`config.mk`:
```
export PLATFORM = sky130hd
export DESIGN_NAME = tcw_front
export DESIGN_NICKNAME = d
export VERILOG_FILES = /design/src/rtl/tcw_pkg.sv /design/src/rtl/tcw_front.sv
export SDC_FILE = /design/constraint.sdc
export NUM_CORES = 1
export LEC_CHECK = 0
export ABC_AREA = 1
export BUFFER_PORTS_ARGS = -buffer_cell sky130_fd_sc_hd__buf_2
export CAP_MARGIN = 25
export CORE_ASPECT_RATIO = 0.75
export CORE_UTILIZATION = 40
export DETAILED_ROUTE_END_ITERATION = 8
export MAX_ROUTING_LAYER = met4
export PLACE_DENSITY = 0.74
export SYNTH_ARGS = -nofsm -noshare
export SYNTH_HDL_FRONTEND = slang
export SYNTH_SLANG_ARGS = --single-unit
```
`constraint.sdc`:
```
create_clock -name clk -period 3.9 [get_ports clk]
set_input_delay 0.195 -clock clk [delete_from_list [all_inputs] [get_ports clk]]
set_output_delay 0.195 -clock clk [all_outputs]
set_load 0.05 [all_outputs]
```
`src/rtl/tcw_pkg.sv`:
```
package tcw_pkg;

  // Request kinds on req_type
  localparam logic REQ_WRITE = 1'b0;
  localparam logic REQ_READ  = 1'b1;

  // Configuration register indexes
  localparam logic CFG_BACKGROUND = 1'b0;
  localparam logic CFG_FOREGROUND = 1'b1;

  localparam logic [7:0] CH_TAB     = 8'h09;
  localparam logic [7:0] CH_NEWLINE = 8'h0A;
  localparam logic [7:0] CH_SPACE   = 8'h20;

  typedef enum logic [1:0] {
    OP_READ,
    OP_NEWLINE,
    OP_PUT,
    OP_TAB
  } op_t;

  typedef struct packed {
    op_t         op;
    logic [7:0]  ch;
    logic [10:0] addr;
    logic        in_range;
  } cmd_t;

  typedef struct packed {
    logic [15:0] cell_value;
    logic [6:0]  cursor_column;
    logic [4:0]  cursor_row;
  } res_t;

  typedef enum logic [2:0] {
    ST_CLEAR,
    ST_IDLE,
    ST_READ,
    ST_PUT,
    ST_SC_RD,
    ST_SC_WR,
    ST_FILL,
    ST_DONE
  } state_t;

endpackage

```
`src/rtl/tcw_front.sv`:
```
module tcw_front #(
  parameter int CELLS = 2000
) (
  input  logic          clk,
  input  logic          rst,
  input  logic          hold,
  input  logic          push,
  output logic          full,
  input  logic          req_type,
  input  logic [7:0]    char_code,
  input  logic [10:0]   cell_address,
  output tcw_pkg::cmd_t cmd,
  output logic          cmd_valid,
  input  logic          cmd_pop
);

  tcw_pkg::cmd_t entry [2];
  tcw_pkg::cmd_t incoming;
  logic          wr_ptr;
  logic          rd_ptr;
  logic [1:0]    count;
  logic          accept;

  // Classify the request on entry
  always_comb begin
    incoming.ch       = char_code;
    incoming.addr     = cell_address;
    incoming.in_range = (32'(cell_address) < CELLS);
    if (req_type == tcw_pkg::REQ_READ) begin
      incoming.op = tcw_pkg::OP_READ;
    end else if (char_code == tcw_pkg::CH_NEWLINE) begin
      incoming.op = tcw_pkg::OP_NEWLINE;
    end else if (char_code == tcw_pkg::CH_TAB) begin
      incoming.op = tcw_pkg::OP_TAB;
    end else begin
      incoming.op = tcw_pkg::OP_PUT;
    end
  end

  assign full      = hold || (count == 2'd2);
  assign accept    = push && !full;
  assign cmd_valid = (count != 2'd0);
  assign cmd       = entry[rd_ptr];

  always_ff @(posedge clk) begin
    if (accept) begin
      entry[wr_ptr] <= incoming;
    end
  end

  always_ff @(posedge clk) begin
    if (rst) begin
      wr_ptr <= 1'b0;
      rd_ptr <= 1'b0;
      count  <= 2'd0;
    end else begin
      if (accept) begin
        wr_ptr <= ~wr_ptr;
      end
      if (cmd_pop && cmd_valid) begin
        rd_ptr <= ~rd_ptr;
      end
      count <= count + 2'(accept) - 2'(cmd_pop && cmd_valid);
    end
  end

endmodule

```
# Word-level counts from Yosys, hierarchy flattened
# Memory sizes are Yosys's and may differ from the RTL's. A register that Yosys moved wholly into a read port is not among the register bits.
# Index checks and enable logic that the tools add are counted.
# classes
n_div,0
muxes,7
n_eq_ne,3
bitwise_logic,2
magnitude_cmp,1
addsub,2
n_mul,0
shift,0
n_reduce_logical,5
# op_table
op,count
$eq 8x4->1 const B,2
$lt 11x11->1 const B,1
$mux 1,5
$mux 2,2
$add 2x1->2,1
$eq 2x2->1 const B,1
$logic_and 1x1->1,2
$not 1->1,2
$reduce_bool 2->1,1
$sub 2x1->2,1
$logic_not 1->1,1
$logic_or 1x1->1,1
# word_totals
latch_bits,0
ff_bits,4
elab_cells,24
output_inout_bits,24
mem_bits_ro,0
ram_bits,44
memories,1
# mem_list
name,depth,width,rd,rd_clocked_by_memory_dff,wr,line,rtl
entry,2,22,1,1,1,tcw_front.sv:17,tcw_pkg::cmd_t entry [2];

# Logic depth before layout (Yosys ltp)
# Gate-level depths: netlist of run 1.
# depth
word_depth,6
depth_mapped,11
depth_no_buf,11

# Worst setup path before layout of run 1
# Ideal clock, no wire load.
# synth_timing
path_kind,flip-flop to flip-flop
start,register count[0]
end,memory entry[0][0] (netlist name) (enable)
synth_period_minus_slack_ps,1931
t_arrival_ps,1530
stages_incl_launch_ff,5
slack_ps,1969
path_cell_list,dfxtp_1 > inv_1 > nand2_1 > nand3_1 > nor2_1
# synth_between
elab_chain_cells,6
# synth_rtl
element,line,rtl
"start, declared",tcw_front.sv:21,logic [1:0] count;
"start signal, assigned",tcw_front.sv:63,count <= count + 2'(accept) - 2'(cmd_pop && cmd_valid);
$eq 2x2->1,tcw_front.sv:40,assign full = hold || (count == 2'd2);
$logic_or 1x1->1,tcw_front.sv:40,
$logic_not 1->1,tcw_front.sv:41,assign accept = push && !full;
$logic_and 1x1->1,tcw_front.sv:41,
$mux 1,tcw_front.sv:46,if (accept) begin
$mux 1 (not written as such),tcw_front.sv:47,entry[wr_ptr] <= incoming;
"end, declared",tcw_front.sv:17,
# Every way passes these cells.

==> flow_summary.ini, run 1 <==
[die]
dieArea_mm2 = 0.00513
die_w_um = 82.4
core_area_mm2 = 0.00455
initial_core_util = 0.426
io_pins = 49
num_rows = 21
die_y_um = 62.3

[routing]
routed_wl_um = 3190
post_drt_wl_per_cell_um = 13.3
viasPerCell = 4.73
postRouteAntennaNets = 0
initialDrtViolationCount = 84
route.detailed.drc = 0
drt_pass1_iterations = 4
vias = 1135

[setup_path]
crit_arrival_ns = 1.89
cp-start-kind = flop
critical_path_required_ns = 3.70
endpoint_kind = output port
max_stage_delay_ns = 0.95
crit_family = flip-flops
path_buf_inv = 1
path_cells = mux2_2, buf_2
worstSetupPathType = reg2out
cp_max_fo = 22
slowest_stage = dfxtp_1

[sta]
tightest_slew_ns = 0.951
hold_viol = 0
fin_crit_sh = 0.535
fin_tns_setup_ns = 0
rsz0062_at_grt = no
finalSetupViolCount = 0
fin_worst_skew_ns = 0.00440
fmax_mhz = 479
min_period_ns = 2.09
report.final.slew_viol_count = 0
maxSlewHeadroom = 0.365

[run]
maxCapViolCount = 0

[clock_tree]
postCtsHoldBufs = 0
cts_tree = done
root_buffer = clkbuf_8
clk_pin_slew_ns = 0.08
clk_latency_ns = 0.29
cts_resized = 0
clk_path_buf_depth = 2
cts_sinks = 49
post_cts_buffers = 0
cts_made_buffers = 5
htreeDepth = 2

[pwr]
power_frac_seq = 0.433
p_int_mw = 1.01
leakage_nw = 0.946
clkPwrFrac = 0.269
comb_power_share = 0.298
p_sw_mw = 0.514
peakVddDrop_mv = 0.372
power_density_mw_per_mm2 = 643
swShare = 0.337

[cells_and_area]
fin_nets = 209
n_antenna_cell = 0
drive_gt1_frac = 0.437
area_delta_synth_final_pct = 22.7
utilization = 0.523

[grt]
antenna_found_initial = 0
grt_util_all_layers = 0.137
grt_first_pass_wirelength_um = 4990
overflow = 0
grt_pass1_vias = 1084
grt_max_degree = 23

[synthesis]
synthFlopType = edfxtp_1
synth_area_leader_cell = edfxtp_1
async_flop_share = 0
synth_nets = 155
netlist_instances = 128
synth-edff-count = 44
synth_area_leaders = edfxtp_1 (68%), mux2_2 (13%), dfxtp_1 (5.2%)
synth.distinct_cells = 13
syn_avg_cell_area_um2 = 15.1
synth-seq-cells = 49
synth_top_area_frac = 0.682
ys_warn_count = 0
seq_area_frac_synth = 0.734
synth_area_mm2 = 0.00194
yosysMostFrequentCell = edfxtp_1
yosys-top-cells-count = edfxtp_1 (44), mux2_2 (22), inv_1 (16), nor2_1 (16), nand2_1 (11)

[status]
status = finished clean

[worst_hold_path]
hold_path.class = in2reg

[place]
dpl.hpwl_um = 2200
routabilityCongestion = 0.783
port_buffers = 48
per-layer routing:
layer / GRT usage / up-vias / wire length [um]
li1: - / 559 / -
met3: 0.0397 / 2 / 169
met1: 0.173 / 536 / 1410
met4: 0.0461 / 0 / 8
met2: 0.209 / 38 / 1600
met5: - / - / 0
final timing paths:
| path | from | end | slack (ns) | cells after the start |
|---|---|---|---|---|
| min | rst | count[0]$_SDFF_PP0_ | 0.07 | 2 |
| max | flop | cmd[11] | 1.81 | 2 |
| max reg2reg | count[0]$_SDFF_PP0_ | entry[1][4]$_DFFE_PP_ | 2.24 | 4 |
| min reg2reg | rd_ptr$_SDFFE_PP0P_ | rd_ptr$_SDFFE_PP0P_ | 0.51 | 2 |
state kept, by name (all words and copies together), names as in the netlist, named ones only:
signal / count
entry: 44
count: 2
rd_ptr: 1
wr_ptr: 1
through the flow:
stage	setup slack, ns	hold slack, ns	cell area, um2	power, mW	std cells
2_1_floorplan	1.97	0.266	1940	1.04	128
3_3_place_gp	2.06	0.367	2230	1.12	231
3_5_place_dp	2.01	0.374	2230	1.13	231
4_1_cts	1.75	0.0501	2360	1.54	239
5_1_grt	1.67	0.0618	2380	1.60	240
6_report	1.81	0.0669	2380	1.53	240
power by group through the flow:
| stage | sequential (mW) | combinational, mW | clock (mW) |
|---|---|---|---|
| 6_report | 0.661 | 0.455 | 0.412 |
| 5_1_grt | 0.669 | 0.487 | 0.447 |
| 4_1_cts | 0.664 | 0.455 | 0.424 |
| 3_5_place_dp | 0.676 | 0.452 | 0 |
| 3_3_place_gp | 0.675 | 0.450 | 0 |
| 2_1_floorplan | 0.650 | 0.387 | 0 |
worst reg2reg max path: stages (launching register included):
cell and delay (ns):
dfxtp_1 0.35, inv_1 0.06, nand2_1 0.09, nand4_1 0.11, inv_1 0.66
cell usage in the layout (no fill, tap or decap):
master / count
o21bai_1: 1
buf_2: 48
bufinv_16: 2
clkinv_2: 1
inv_1: 16
o21a_1: 1
buf_8: 1
edfxtp_1: 44
clkbuf_8: 5
nor2_2: 1
nand3_1: 4
a21oi_1: 1
nand2_1: 11
ha_1: 2
dfxtp_1: 5
mux2_2: 22
nand4_1: 3
nor2_1: 15
cell families after synthesis:
logic type	synth area share
flip-flops	0.734
AND/OR/NAND/NOR	0.0724
multiplexers	0.128
buffers and inverters	0.0426
AO/OA/AOI/OAI	0.0103
adder cells (fa/ha/maj)	0.0129
cell type report:
type | count | area [um2]
fill | 416 | 2170
clock inverter | 3 | 65.1
multi-input combinational | 61 | 435
sequential | 49 | 1420
clock buffer | 5 | 68.8
tap | 57 | 71.3
timing repair buffer | 49 | 255
inverter | 16 | 60.1
(Power assumes the default switching activity.)
==> run 2: changes to the inputs <==
--- a/config.mk
+++ b/config.mk
@@ -5,7 +5,7 @@
 export SDC_FILE = /design/constraint.sdc
 export NUM_CORES = 1
 export LEC_CHECK = 0
-export ABC_AREA = 1
+export ABC_AREA = 0
 export BUFFER_PORTS_ARGS = -buffer_cell sky130_fd_sc_hd__buf_2
 export CAP_MARGIN = 25
 export CORE_ASPECT_RATIO = 0.75
==> constraint.sdc (replaced) <==
create_clock -name clk -period 2.14 [get_ports clk]
set_input_delay 0.107 -clock clk [delete_from_list [all_inputs] [get_ports clk]]
set_output_delay 0.107 -clock clk [all_outputs]
set_load 0.05 [all_outputs]
==> flow_summary.ini, run 2 <==
[sta]
tightest_slew_ns = 0.302
min_period_ns = 1.69
fin_tns_setup_ns = 0
finalHoldWorstSlack_ns = 0.0170
hold_viol = 0
fin_worst_skew_ns = 0.00601
rsz0062_at_grt = no
finalSetupViolCount = 0
report.final.slew_viol_count = 0
maxSlewHeadroom = 0.797
fin_crit_sh = 0.788
fmax_mhz = 593

[place]
port_buffers = 48
routabilityCongestion = 0.684
dpl.hpwl_um = 2080

[setup_path]
crit_arrival_ns = 1.89
path_cells = nand2b_2, nand3b_4, ha_1, inv_1, ha_1, xor2_1, and2_1, nor3_1
endpoint_kind = flop
worstSetupPathType = reg2reg
cp-start-kind = flop
slowest_stage = dfxtp_1
path_buf_inv = 1
cp_max_fo = 4
max_stage_delay_ns = 0.37
cpMostUsedCell = ha_1
critical_path_required_ns = 2.35
crit_family = simple AND/OR/NAND/NOR gates

[clock_tree]
cts_resized = 0
cts_tree = done
cts_sinks = 49
clk_latency_ns = 0.29
postCtsHoldBufs = 1
root_buffer = clkbuf_8
clk_path_buf_depth = 2
htreeDepth = 2
cts_made_buffers = 5
post_cts_buffers = 0
clk_pin_slew_ns = 0.08

[synthesis]
synth-edff-count = 44
async_flop_share = 0
synthFlopType = edfxtp_1
synth.distinct_cells = 25
synth_top_area_frac = 0.692
yosys-top-cells-count = edfxtp_1 (44), mux2_1 (20), nor2_1 (8), dfxtp_1 (5)
synth_area_leaders = edfxtp_1 (69%), mux2_1 (12%), dfxtp_1 (5.2%)
yosysMostFrequentCell = edfxtp_1
netlist_instances = 103
seq_area_frac_synth = 0.745
synth-seq-cells = 49
synth_area_mm2 = 0.00191
ys_warn_count = 0
syn_avg_cell_area_um2 = 18.5
synth_nets = 130
synth_area_leader_cell = edfxtp_1

[grt]
grt_util_all_layers = 0.126
overflow = 0
grt_pass1_vias = 967
grt_max_degree = 23
antenna_found_initial = 0
grt_first_pass_wirelength_um = 4310

[cells_and_area]
final_cell_mix = buf_2 (48), edfxtp_1 (44), mux2_1 (20)
drive_gt1_frac = 0.420
area_delta_synth_final_pct = 22.6
largest_reg_flops = 44
largestRegisters = entry (44), count (2)
nFillCells = 393
utilization = 0.517
layout_commonest_cell = buf_2
top_register = entry
fin_nets = 188
n_antenna_cell = 0

[routing]
post_drt_wl_per_cell_um = 13.6
initialDrtViolationCount = 35
routed_wl_um = 2990
drt_pass1_iterations = 4
route.detailed.drc = 0
viasPerCell = 4.81
vias = 1054
postRouteAntennaNets = 0

[worst_hold_path]
hold_path.class = in2reg

[pwr]
peakVddDrop_mv = 0.686
power_density_mw_per_mm2 = 1170
leakage_nw = 0.891

[die]
core_area_mm2 = 0.00452
io_pins = 49
num_rows = 21
die_w_um = 81.8
die_y_um = 61.8
initial_core_util = 0.422
dieArea_mm2 = 0.00505

[status]
status = finished clean

[run]
maxCapViolCount = 0
[run 2: changes by cell type after synthesis, moves of 2 or more]
cell	delta
nor2_1	-8
inv_1	-14
buf_4	+2
mux2_2	-20
nand4_1	-3
nand2_1	-11
mux2_1	+20
xor2_1	+2
nand3_1	-4
buf_6	-2
[run 2: layer usage]
layer  global-route usage  vias up  wire [um]
met5                    -        -          0
met4               0.0451        0          9
met3               0.0409        2        193
met2                0.207       36       1440
met1                0.147      510       1340
li1                     -      506          -
[run 2: report_power, final]
part | leakage (nW) | switching (mW) | internal (mW) | total, mW
clock | 0.0455 | 0.274 | 0.226 | 0.500
sequential | 0.440 | 0.0369 | 1.15 | 1.18
combinational | 0.405 | 0.755 | 0.298 | 1.05
[run 2: through the flow]
step           cell area, um2  power, mW  std cells  setup WS, ns
2_1_floorplan            1910       2.03        103         0.206
3_3_place_gp             2230       2.23        209         0.579
3_5_place_dp             2230       2.26        209         0.464
4_1_cts                  2330       2.77        218         0.440
5_1_grt                  2340       2.86        219         0.286
6_report                 2340       2.74        219         0.454
[run 2: cell type report]
class | instances | area, um2 | share of cell area
clock buffer | 5 | 68.8 | 0.0294
clock inverter | 3 | 17.5 | 0.00749
inverter | 2 | 7.51 | 0.00321
multi-input combinational | 50 | 469 | 0.201
sequential | 49 | 1420 | 0.608
tap | 57 | 71.3 | 0.0305
timing repair buffer | 53 | 283 | 0.121
[run 2: logic make-up (layout without fill, tap and decap cells)]
logic type,Yosys count,in the layout,synth area share
buf+inv,4,63,0.0118
simple gates,19,19,0.0669
xor+xnor,3,3,0.0138
mux,23,23,0.138
compound gates,3,3,0.0118
fa+ha+maj,2,2,0.0131
flops,49,49,0.745
[run 2: path summary, 6_finish.rpt]
check	depth (start not counted)	slack (ns)	endpoint	startpoint
worst max-delay path	8	0.45	count[1]$_SDFF_PP0_	count[0]$_SDFF_PP0_
worst min register to register	2	0.58	count[1]$_SDFF_PP0_	count[1]$_SDFF_PP0_
worst min-delay path	1	0.02	entry[1][2]$_DFFE_PP_	cell_address[1]
worst max register to register	8	0.45	count[1]$_SDFF_PP0_	count[0]$_SDFF_PP0_
