[src/rtl/tcw_pkg.sv]
package tcw_pkg;

  // Request kinds on req_type
  localparam logic REQ_WRITE = 1'b0;
  localparam logic REQ_READ  = 1'b1;

  // Configuration register indexes
  localparam logic CFG_BACKGROUND = 1'b0;
  localparam logic CFG_FOREGROUND = 1'b1;

  localparam logic [7:0] CH_TAB     = 8'h09;
  localparam logic [7:0] CH_NEWLINE = 8'h0A;
  localparam logic [7:0] CH_SPACE   = 8'h20;

  typedef enum logic [1:0] {
    OP_READ,
    OP_NEWLINE,
    OP_PUT,
    OP_TAB
  } op_t;

  typedef struct packed {
    op_t         op;
    logic [7:0]  ch;
    logic [10:0] addr;
    logic        in_range;
  } cmd_t;

  typedef struct packed {
    logic [15:0] cell_value;
    logic [6:0]  cursor_column;
    logic [4:0]  cursor_row;
  } res_t;

  typedef enum logic [2:0] {
    ST_CLEAR,
    ST_IDLE,
    ST_READ,
    ST_PUT,
    ST_SC_RD,
    ST_SC_WR,
    ST_FILL,
    ST_DONE
  } state_t;

endpackage

[src/rtl/tcw_resq.sv]
module tcw_resq (
  input  logic          clk,
  input  logic          rst,
  input  logic          res_push,
  input  tcw_pkg::res_t res,
  output logic          res_full,
  input  logic          pop,
  output logic          empty,
  output tcw_pkg::res_t head
);

  tcw_pkg::res_t entry [2];
  logic          wr_ptr;
  logic          rd_ptr;
  logic [1:0]    count;
  logic          take;

  assign res_full = (count == 2'd2);
  assign empty    = (count == 2'd0);
  assign take     = pop && !empty;
  assign head     = entry[rd_ptr];

  always_ff @(posedge clk) begin
    if (res_push && !res_full) begin
      entry[wr_ptr] <= res;
    end
  end

  always_ff @(posedge clk) begin
    if (rst) begin
      wr_ptr <= 1'b0;
      rd_ptr <= 1'b0;
      count  <= 2'd0;
    end else begin
      if (res_push && !res_full) begin
        wr_ptr <= ~wr_ptr;
      end
      if (take) begin
        rd_ptr <= ~rd_ptr;
      end
      count <= count + 2'(res_push && !res_full) - 2'(take);
    end
  end

endmodule

[config.mk]
export PLATFORM = sky130hd
export DESIGN_NAME = tcw_resq
export DESIGN_NICKNAME = d
export VERILOG_FILES = /design/src/rtl/tcw_pkg.sv /design/src/rtl/tcw_resq.sv
export SDC_FILE = /design/constraint.sdc
export NUM_CORES = 1
export LEC_CHECK = 0
export BUFFER_PORTS_ARGS = -buffer_cell sky130_fd_sc_hd__clkbuf_2
export CORE_MARGIN = 2
export CORE_UTILIZATION = 49
export DETAILED_ROUTE_END_ITERATION = 10
export PLACE_DENSITY = 0.75
export RECOVER_POWER = 25
export SETUP_SLACK_MARGIN = 0.15
export SLEW_MARGIN = 5
export SYNTH_ARGS = -nofsm -noshare
export SYNTH_HDL_FRONTEND = slang
export SYNTH_SLANG_ARGS = --single-unit
[constraint.sdc]
create_clock -name clk -period 3.1 [get_ports clk]
set_clock_uncertainty 0.05 [all_clocks]
set_input_delay 0.155 -clock clk [delete_from_list [all_inputs] [get_ports clk]]
set_output_delay 0.155 -clock clk [all_outputs]
set_load 0.005 [all_outputs]
---- Word-level counts from Yosys, hierarchy flattened ----
Memory sizes are Yosys's and may differ from the RTL's. A register that Yosys moved wholly into a read port is not among the register bits.
Cells that the tools add are included.
word-level totals
  bits in registers ....................... 4
  bits in writable memories ............... 56
  input port bits ......................... 32
  word-level logic and storage cells ...... 18
  memories kept ........................... 1
memory list
  name   words  bits a word  read ports  clocked after memory_dff  write ports  RTL line        text
  entry  2      28           1           1                         1            tcw_resq.sv:12  tcw_pkg::res_t entry [2];
cells by class
  $add $sub $neg .......................... 2
  eq/ne operators ......................... 1
  mux-type cells .......................... 4
  bitwise gates (word level) .............. 2
  reductions and logical operators ........ 5
operators by type and width
  kind                                         count
  1-bit 2-to-1 mux                             4
  2-bit by 1-bit adder with 2-bit output       1
  2-bit equality test (second input constant)  1
  1-bit logical AND                            2
  1-bit logical NOT                            2
  2-bit logical NOT                            1
  1-bit inverter                               2
  2-bit by 1-bit subtractor with 2-bit output  1

---- Depth between registers and ports, before layout ----
Gate-level depths: netlist of run 1.
  word-level depth ........................ 5
  mapped depth ............................ 8

---- Worst setup path before layout of run 1 ----
Ideal clock, no wire load.
  kind .................................... reg2reg
  from .................................... register count[0]
  to ...................................... memory entry[0][0] (netlist name) (enable)
  library setup time ...................... 0.383 ns
  arrival time ............................ 1.413 ns
  data required time ...................... 2.667 ns
  path slack .............................. 1.254 ns
  stages on the path, launching flop included .. 5
  buffers on the path ..................... 0
  period minus slack after synthesis ...... 1.846 ns
  path through ............................ dfxtp_1 nand2b_2 inv_2 or3_1 inv_1
on the way
  cells in the longest elaborated chain, start to end .. 5
RTL lines
  element                                 RTL line        text
  start, declared                         tcw_resq.sv:15  logic [1:0] count;
  start signal, assigned                  tcw_resq.sv:41  count <= count + 2'(res_push && !res_full) - 2'(take);
  2-bit equality test                     tcw_resq.sv:18  assign res_full = (count == 2'd2);
  via res_full                            tcw_resq.sv:6   output logic res_full,
  1-bit logical NOT                       tcw_resq.sv:24  if (res_push && !res_full) begin
  1-bit logical AND                       tcw_resq.sv:24
  1-bit 2-to-1 mux                        tcw_resq.sv:24
  1-bit 2-to-1 mux (not written as such)  tcw_resq.sv:25  entry[wr_ptr] <= res;
  end, declared                           tcw_resq.sv:12
The timed path passes the listed nets, and every way through them passes these cells.

---- Worst setup path after layout of run 1 ----
  from .................................... register count[0]
  to ...................................... memory entry[0][14] (netlist name) (enable)
on the way
  cells in the longest elaborated chain, start to end .. 5
RTL lines
  element                                 RTL line
  2-bit equality test                     tcw_resq.sv:18
  1-bit logical NOT                       tcw_resq.sv:24
  1-bit logical AND                       tcw_resq.sv:24
  1-bit 2-to-1 mux                        tcw_resq.sv:24
  1-bit 2-to-1 mux (not written as such)  tcw_resq.sv:25
Every way passes these cells.

==> qor.csv, run 1 <==
stage,metric,value,unit
worst_hold_path,WHS Path Cells,4,
yosys,Async SR Flop Fraction,0,%
job,Max Cap Viol,0,
pwr,Overall Power,2.320,mW
cts,setup bufs post-CTS,0,
timing,Worst Slack Setup Final,1070,ps
placement,dpl ws,1084,ps
floorplan,DIE AREA,5171,um2
finish,n_diodes,0,
route,drt wl/cell,15.56,um
yosys,"Seq/Total Area, Yosys",78.85,%
status,status,"complete, no violations",
pwr,Max IR drop VDD,0.6193,mV
timing,setup_tns,0,ps
setup_path,Critical Path AT,1990,ps
global_routing,first-pass GRT wire length,6555,um
timing,Worst Max-Slew Pin Slew,682.3,ps
yosys,register bit total from synthesis,61,
timing,RSZ-0062 raised after global routing,no,
global_routing,all-layer global routing usage,17.78,%
cts,CTS H-tree lvls,3,
timing,Hold Fails Final Rpt,0,
yosys,Ys Warns,0,
timing,final hold slack,171.3,ps
placement,gpl congestion,0.6552,
yosys,top post-synthesis cells by count,"edfxtp_1 (56), mux2_1 (28), dfxtp_1 (5), nor2_1 (4), inv_1 (3)",
cts,Root Buffer,clkbuf_8,
setup_path,reg2reg path depth,5,
floorplan,Core Area,4384,um2
pwr,Leakage,1.190,nW
global_routing,largest net degree at the start of global routing,29,
timing,Highest Clock Rate,492.6,MHz
floorplan,row cnt,24,
global_routing,initial antenna violation count,0,
timing,Tmin final,2030,ps
route,vias,1340,
finish,Area Growth Syn to Fin,36.38,%
placement,Buffers on Ports,61,
setup_path,Crit. End Element,flip-flop,
global_routing,grt ovf,0,
finish,Fillers,296,
yosys,top cell type's share of synthesized area,74.42,%
route,DR vias/cell,4.963,
cts,worst-case clock buffer depth,2,
global_routing,vias in the first global route,1441,
route,Routed Antenna Nets,0,
worst_hold_path,HP Class,input pin to flip-flop,
yosys,largest cells by area after synthesis,"edfxtp_1 (74%), mux2_1 (14%), dfxtp_1 (4.4%)",
finish,Final Cell Area,3082,um2
yosys,gate count of the mapped netlist,114,
yosys,Post-synth EDFFs,56,
setup_path,worst-path fanout max,17,
route,Detailed Route WL,4202,um
timing,relative slew slack,54.52,%
floorplan,Chip Height,71.91,um
yosys,Unique masters post-synth,21,
cts,post-cts sizing count,0,
finish,share of cells above drive strength 1,32.11,%
setup_path,Critical Path RT,3060,ps
setup_path,crit start category,flip-flop,
yosys,Post-Syn Area,2260,um2
route,DR pass1 iterations,4,
timing,Final period util,65.49,%
route,Starting DRT DRC Count,50,
cts,clock slew at reported path FFs,70,ps
floorplan,starting density of the core,51.54,%
yosys,Avg Synthesized Cell Area,19.82,um2
setup_path,CP Class,flip-flop to flip-flop,
cts,Sink Count,61,
timing,Final setup viols,0,
timing,Slew Limit Fails,0,
yosys,Post-Syn Nets,148,
yosys,top_reg_cell synth,edfxtp_1,
placement,placed cell area,2618,um2
finish,nets,248,
cts,Num CTS Buffers,9,
yosys,most frequent cell after synthesis,edfxtp_1,
floorplan,Die Span X,71.91,um
floorplan,IO Count,62,
route,DRC,0,
cts,worst skew pair latency,330,ps
cts,TritonCTS clock tree,yes,
pwr,power per cell area,752.9,nW/um2
yosys,leading area contributor after synthesis,edfxtp_1,
placement,hpwl dp,2598,um
==> registers in the layout (all words and copies together), names as in the netlist, named ones only <==
| register | cells |
|---|---|
| count | 2 |
| entry | 56 |
| rd_ptr | 1 |
| wr_ptr | 1 |
==> final timing paths <==
kind / startpoint / to / slack [ps]
min: res_push / wr_ptr / 170
max reg2reg: count[0] / entry[0][14] / 1070
min reg2reg: wr_ptr / wr_ptr / 480
max: count[0] / entry[0][14] / 1070
==> worst max-delay path: stages (launching register included) <==
cell      delay (ps)
dfxtp_1          380
nand2b_2         170
inv_2             50
or3_1            330
inv_1            370
buf_4            350
==> where the power goes <==
part / leakage, nW / switching, mW / internal, mW / total [mW]
clock: 0.0833 / 0.304 / 0.364 / 0.668
sequential: 0.564 / 0.0593 / 1.05 / 1.11
combinational: 0.542 / 0.267 / 0.274 / 0.541
==> logic make-up after synthesis <==
| kind of cell | synth area share (%) |
|---|---|
| buf+inv | 1.882 |
| xor+xnor | 0.7753 |
| simple gates | 2.603 |
| compound gates | 0.8302 |
| fa+ha+maj | 1.107 |
| flops | 78.85 |
| mux | 13.95 |
==> routing by layer <==
| layer | routed length [um] | GRT usage (%) |
|---|---|---|
| met5 | 0 | 0 |
| met4 | 78 | 10.90 |
| met3 | 213 | 6.667 |
| met2 | 2272 | 30.14 |
| met1 | 1637 | 18.76 |
==> layout make-up <==
| class | instances | area [um2] | share of cell area [%] |
|---|---|---|---|
| clock buffer | 9 | 123.9 | 4.019 |
| clock inverter | 6 | 65.06 | 2.111 |
| inverter | 4 | 15.01 | 0.4872 |
| multi-input combinational | 46 | 435.4 | 14.13 |
| sequential | 61 | 1782 | 57.82 |
| tap | 52 | 65.06 | 2.111 |
| timing repair buffer | 92 | 595.6 | 19.33 |
==> what timing repair did <==
item                                    in CTS  in global routing
hold endpoints to repair                    56                  3
hold buffers                                28                  1
endpoints found under the setup margin       0                  0
==> stage by stage <==
| step | utilization (%) | std cells |
|---|---|---|
| 2_1_floorplan | - | 114 |
| 3_3_place_gp | 59.70 | 226 |
| 3_5_place_dp | 59.70 | 226 |
| 4_1_cts | 70.41 | 269 |
| 5_1_grt | 70.29 | 270 |
| 6_report | 70.29 | 270 |
==> layout by cell type, fill, tap and decap left out, drive strengths merged <==
cell	instances
bufinv	1
inv	4
nand2b	1
o21ai	1
edfxtp	56
mux2	28
o21a	1
xor2	1
nor3	1
and2	1
or3	1
clkinv	1
nor2b	1
nand2	1
buf	2
and3	1
clkinvlp	4
dlygate4sd3	29
ha	2
a21oi	1
dfxtp	5
nor2	4
xnor2	1
clkbuf	70
Power figures use the tool's default switching activity.
==> inputs of run 2 (changes only) <==
==> constraint.sdc (replaced) <==
create_clock -name clk -period 1.98 [get_ports clk]
set_clock_uncertainty 0.05 [all_clocks]
set_input_delay 0.099 -clock clk [delete_from_list [all_inputs] [get_ports clk]]
set_output_delay 0.099 -clock clk [all_outputs]
set_load 0.005 [all_outputs]
==> run 2 against run 1 <==
  * Sequential share of layout area is 0.58 points lower
  * Critical path depth grew 2
  * Non-clock buffer count is 3 higher
  * Total power is 56% higher
  * First-iteration DRC count rose by 58%
  * Cell area rose by 1.0%
  * Core utilization grew 0.71 points
  * Hold slack worse by 29 ps
  * Register-to-register slack got worse by 750 ps
  * Sequential power increased by 54%
  * Critical endpoint is now count[1]
  * Highest routed layer unchanged
==> qor.csv, run 2 (synthesis results as in run 1) <==
stage,metric,value,unit
finish,Largest register FFs,56,
pwr,Overall Power,3.630,mW
placement,gpl congestion,0.6998,
pwr,Leakage,1.207,nW
global_routing,largest net degree at the start of global routing,22,
setup_path,crit start category,flip-flop,
route,DRC,0,
timing,setup_tns,0,ps
cts,CTS H-tree lvls,3,
finish,"commonest non-fill, non-tap cell in the layout",edfxtp_1,
setup_path,CP Class,flip-flop to flip-flop,
placement,hpwl dp,2578,um
route,Routed Antenna Nets,0,
timing,Tmin final,1660,ps
global_routing,grt ovf,0,
floorplan,starting density of the core,51.54,%
global_routing,all-layer global routing usage,17.73,%
cts,setup bufs post-CTS,0,
cts,worst skew pair latency,320,ps
floorplan,Chip Height,71.91,um
global_routing,vias in the first global route,1476,
cts,Num CTS Buffers,9,
cts,TritonCTS clock tree,yes,
setup_path,Crit. End Element,flip-flop,
finish,Regs by FF count,"entry (56), count (2)",
status,status,"complete, no violations",
timing,RSZ-0062 raised after global routing,no,
finish,Area Growth Syn to Fin,37.76,%
job,Max Cap Viol,0,
pwr,power per cell area,1166,nW/um2
setup_path,Critical Path AT,1860,ps
cts,Sink Count,61,
route,Detailed Route WL,4203,um
cts,post-cts sizing count,0,
floorplan,DIE AREA,5171,um2
route,Starting DRT DRC Count,79,
timing,Highest Clock Rate,602.4,MHz
floorplan,Die Span X,71.91,um
placement,Buffers on Ports,61,
finish,n_diodes,0,
floorplan,Core Area,4384,um2
global_routing,first-pass GRT wire length,6610,um
finish,nets,251,
route,DR vias/cell,4.854,
timing,Final setup viols,0,
timing,Hold Fails Final Rpt,0,
floorplan,IO Count,62,
route,vias,1330,
timing,Final period util,83.85,%
route,DR pass1 iterations,4,
finish,Biggest register,entry,
timing,Slew Limit Fails,0,
route,drt wl/cell,15.34,um
worst_hold_path,HP Class,input pin to flip-flop,
setup_path,Critical Path RT,2180,ps
finish,share of cells above drive strength 1,31.98,%
global_routing,initial antenna violation count,0,
floorplan,row cnt,24,
finish,most frequent cells in the layout,"edfxtp_1 (56), clkbuf_2 (49), dlygate4sd3_1 (29)",
setup_path,worst-path fanout max,5,
cts,number of hold buffers added after CTS,29,
cts,Root Buffer,clkbuf_8,
cts,clock slew at reported path FFs,60,ps
timing,Worst Max-Slew Pin Slew,231.8,ps
cts,worst-case clock buffer depth,2,
pwr,Max IR drop VDD,0.9569,mV
timing,relative slew slack,84.43,%
-- run 2: changes by cell type in the layout (fill, tap and decap cells not counted), sizes merged --
cell      delta
inv          -1
clkinvlp     -2
clkbuf       +1
clkinv       +3
buf          +3
-- run 2: stage by stage --
| step | instance area [um2] | hold slack [ps] | utilization (%) | setup WS (ps) | cells |
|---|---|---|---|---|---|
| 2_1_floorplan | 2263 | 118.1 | - | 362.0 | 114 |
| 3_3_place_gp | 2656 | 239.8 | 60.59 | 434.0 | 229 |
| 3_5_place_dp | 2656 | 243.3 | 60.59 | 349.0 | 229 |
| 4_1_cts | 3128 | 129.1 | 71.35 | 319.6 | 274 |
| 5_1_grt | 3113 | 167.1 | 71.00 | 216.6 | 274 |
| 6_report | 3113 | 142.7 | 71.00 | 319.9 | 274 |
-- run 2: power by group --
part / internal [mW] / switching [mW]
logic: 0.460 / 0.458
clock network: 0.566 / 0.438
registers: 1.65 / 0.0618
total: 2.67 / 0.958
-- run 2: layout make-up --
| cell class | count | area [um2] |
|---|---|---|
| repair buffers | 95 | 630.6 |
| flip-flops and latches | 61 | 1782 |
| clock inverters | 6 | 53.80 |
| fillers | 294 | 1271 |
| well taps | 52 | 65.06 |
| clock buffers | 10 | 127.6 |
| multi-input cells | 46 | 435.4 |
| inverters | 4 | 18.77 |
-- run 2: final timing paths --
path / cells past startpoint / end / slack [ps] / from
max: 7 / count[1] / 320 / count[1]
min: 4 / wr_ptr / 140 / res_push
max reg2reg: 7 / count[1] / 320 / count[1]
min reg2reg: 2 / wr_ptr / 460 / wr_ptr
-- run 2: worst max-delay path, stage by stage (launching register included) --
cell and delay [ps]:
dfxtp_1 350, o21a_2 250, ha_1 280, inv_1 40, ha_1 180, xor2_1 150
and2_1 160, nor3_1 130
-- run 2: layer usage --
layer / vias to the layer above / GRT usage [%] / part of all wire [%]
met5: - / 0 / 0
met1: 643 / 16.88 / 38
met4: 0 / 6.918 / 0.83
li1: 642 / - / -
met3: 4 / 7.361 / 6.4
met2: 41 / 33.44 / 55
==> inputs of run 3 (changes only) <==
--- a/config.mk
+++ b/config.mk
@@ -7,9 +7,9 @@
 export LEC_CHECK = 0
 export BUFFER_PORTS_ARGS = -buffer_cell sky130_fd_sc_hd__clkbuf_2
 export CORE_MARGIN = 2
-export CORE_UTILIZATION = 49
+export CORE_UTILIZATION = 46
 export DETAILED_ROUTE_END_ITERATION = 10
-export PLACE_DENSITY = 0.75
+export PLACE_DENSITY = 0.74
 export RECOVER_POWER = 25
 export SETUP_SLACK_MARGIN = 0.15
 export SLEW_MARGIN = 5
==> constraint.sdc (replaced) <==
create_clock -name clk -period 1.5 [get_ports clk]
set_clock_uncertainty 0.05 [all_clocks]
set_input_delay 0.075 -clock clk [delete_from_list [all_inputs] [get_ports clk]]
set_output_delay 0.075 -clock clk [all_outputs]
set_load 0.005 [all_outputs]
==> run 3 against run 2 <==
  * The flow now finishes with violations (setup timing)
  * Non-clock buffer count rose by 5
  * Die area is 6.1% higher
  * Global-route usage down 0.82 points
  * Clock-buffer cell count fell by 1
  * Critical path depth increased by 1
  * Fmax rose by 6.6%
  * Largest cell class unchanged
==> qor.csv, run 3 (synthesis results as in run 1) <==
stage,metric,value,unit
status,status,"complete, but fails checks",
status,failing checks,setup timing,
cts,worst skew pair latency,330,ps
cts,Sink Count,61,
finish,final cell count without fillers,294,
timing,Slew Limit Fails,0,
timing,Highest Clock Rate,641.8,MHz
cts,Num CTS Buffers,9,
setup_path,"Largest delay share family, worst path",simple AND/OR/NAND/NOR gates,
global_routing,largest net degree at the start of global routing,29,
global_routing,all-layer global routing usage,16.91,%
worst_hold_path,HP Class,input pin to flip-flop,
route,Routed Antenna Nets,0,
pwr,Leakage,1.298,nW
timing,Tmin final,1558,ps
setup_path,crit start category,flip-flop,
cts,worst-case clock buffer depth,2,
route,drt wl/cell,14.94,um
pwr,Switch Pwr,1.374,mW
finish,Area Growth Syn to Fin,47.34,%
job,Max Cap Viol,0,
global_routing,grt ovf,0,
setup_path,Crit. End Element,flip-flop,
finish,Regs by FF count,"entry (56), count (2)",
route,DR pass1 iterations,4,
placement,gpl congestion,0.6559,
floorplan,row cnt,25,
floorplan,starting density of the core,47.84,%
timing,Final setup viols,32,
timing,Hold Fails Final Rpt,0,
placement,placed instance count,246,
global_routing,initial antenna violation count,0,
setup_path,worst-path fanout max,3,
route,Starting DRT DRC Count,57,
placement,Buffers on Ports,61,
setup_path,Critical Path RT,1700,ps
finish,most frequent cells in the layout,"edfxtp_1 (56), clkbuf_2 (55), dlygate4sd3_1 (29)",
pwr,clock power share,27.8,%
finish,share of cells above drive strength 1,40.09,%
cts,TritonCTS clock tree,yes,
floorplan,DIE AREA,5489,um2
setup_path,Most common cell on crit path,ha_4,
route,DR vias/cell,4.673,
cts,clock slew at reported path FFs,60,ps
setup_path,Critical Path AT,1760,ps
floorplan,Die Span X,74.09,um
global_routing,first-pass GRT wire length,6334,um
pwr,combinational share of power,29.3,%
route,DRC,0,
pwr,Max IR drop VDD,1.241,mV
timing,RSZ-0062 raised after global routing,yes,
finish,Biggest register,entry,
setup_path,slowest CP cell,dfxtp_2,
pwr,sw frac,25.73,%
placement,dpl ws,-70.66,ps
cts,CTS H-tree lvls,3,
pwr,P_int,3.965,mW
pwr,power per cell area,1603,nW/um2
finish,Largest register FFs,56,
floorplan,IO Count,62,
timing,relative slew slack,88.40,%
pwr,Seq pwr share,42.8,%
finish,nets,256,
placement,hpwl dp,2584,um
timing,Worst Max-Slew Pin Slew,172.7,ps
timing,Worst Slack Setup Final,-58.07,ps
finish,Fillers,324,
setup_path,max incr delay on CP,350,ps
setup_path,Worst Path Buf+Inv,1,
floorplan,Chip Height,74.09,um
timing,Final period util,103.9,%
cts,Root Buffer,clkbuf_8,
setup_path,"critical path, cell by cell","nand2b_4, nand2_2, ha_4, inv_2, ha_4, xor2_1, and2_1, nor3_1",
finish,n_diodes,0,
floorplan,Core Area,4723,um2
route,Detailed Route WL,4393,um
setup_path,CP Class,flip-flop to flip-flop,
global_routing,vias in the first global route,1436,
route,vias,1374,
finish,"commonest non-fill, non-tap cell in the layout",edfxtp_1,
## run 3: worst paths after layout
kind,startpoint,endpoint,slack [ps],cells past startpoint
max,count[0],count[1],-60,8
min,res_push,wr_ptr,110,4
max reg2reg,count[0],count[1],-60,8
min reg2reg,wr_ptr,wr_ptr,460,2
## run 3: cell type report
cell class              instances  area [um2]  share of cell area [%]
clock buffers                   9       123.9                   3.720
multi-input cells              46       486.7                   14.62
repair buffers                100       750.7                   22.55
flip-flops and latches         61        1785                   53.63
inverters                       4       18.77                  0.5637
well taps                      67       83.83                   2.518
clock inverters                 7       80.08                   2.405
## run 3: worst min-delay path, delay by kind of cell
family          cells  cell delay (ps)
compound gates      1               50
simple gates        1              130
buf+inv             2              180
## run 3: layer usage
layer / vias to the layer above / part of all wire (%) / GRT usage [%]
met2: 41 / 54 / 29.46
met3: 9 / 4.8 / 5.962
met1: 669 / 39 / 17.39
met5: - / 0 / 0
met4: 0 / 2.1 / 10.30
li1: 655 / - / -
## run 3: timing repair
item,4_1_cts,5_1_grt
endpoints found under the setup margin,58,58
cloned,1,1
pin swaps,1,2
setup buffers,1,0
hold buffers,28,1
hold endpoints to repair,61,5
resized for setup,2,7
## run 3: metrics by stage
| stage | TNS (ps) | cell area, um2 | hold WS (ps) | total power, mW | utilization (%) |
|---|---|---|---|---|---|
| 2_1_floorplan | -1471 | 2276 | 89.20 | 2.975 | - |
| 6_report | -1145 | 3329 | 106.4 | 5.338 | 70.49 |
| 3_3_place_gp | -18.50 | 2740 | 215.1 | 3.528 | 58.01 |
| 4_1_cts | -220.8 | 3261 | -86.31 | 5.236 | 69.03 |
| 3_5_place_dp | -70.66 | 2740 | 218.4 | 3.589 | 58.01 |
| 5_1_grt | -3769 | 3329 | 115.5 | 5.613 | 70.49 |
## run 3: power groups by stage
stage / Combinational, mW / Sequential, mW / Clock [mW]
floorplan: 0.702 / 2.27 / 0
global placement: 1.25 / 2.28 / 0
detailed placement: 1.29 / 2.30 / 0
CTS: 1.43 / 2.28 / 1.52
global route: 1.70 / 2.31 / 1.60
finish: 1.57 / 2.29 / 1.48
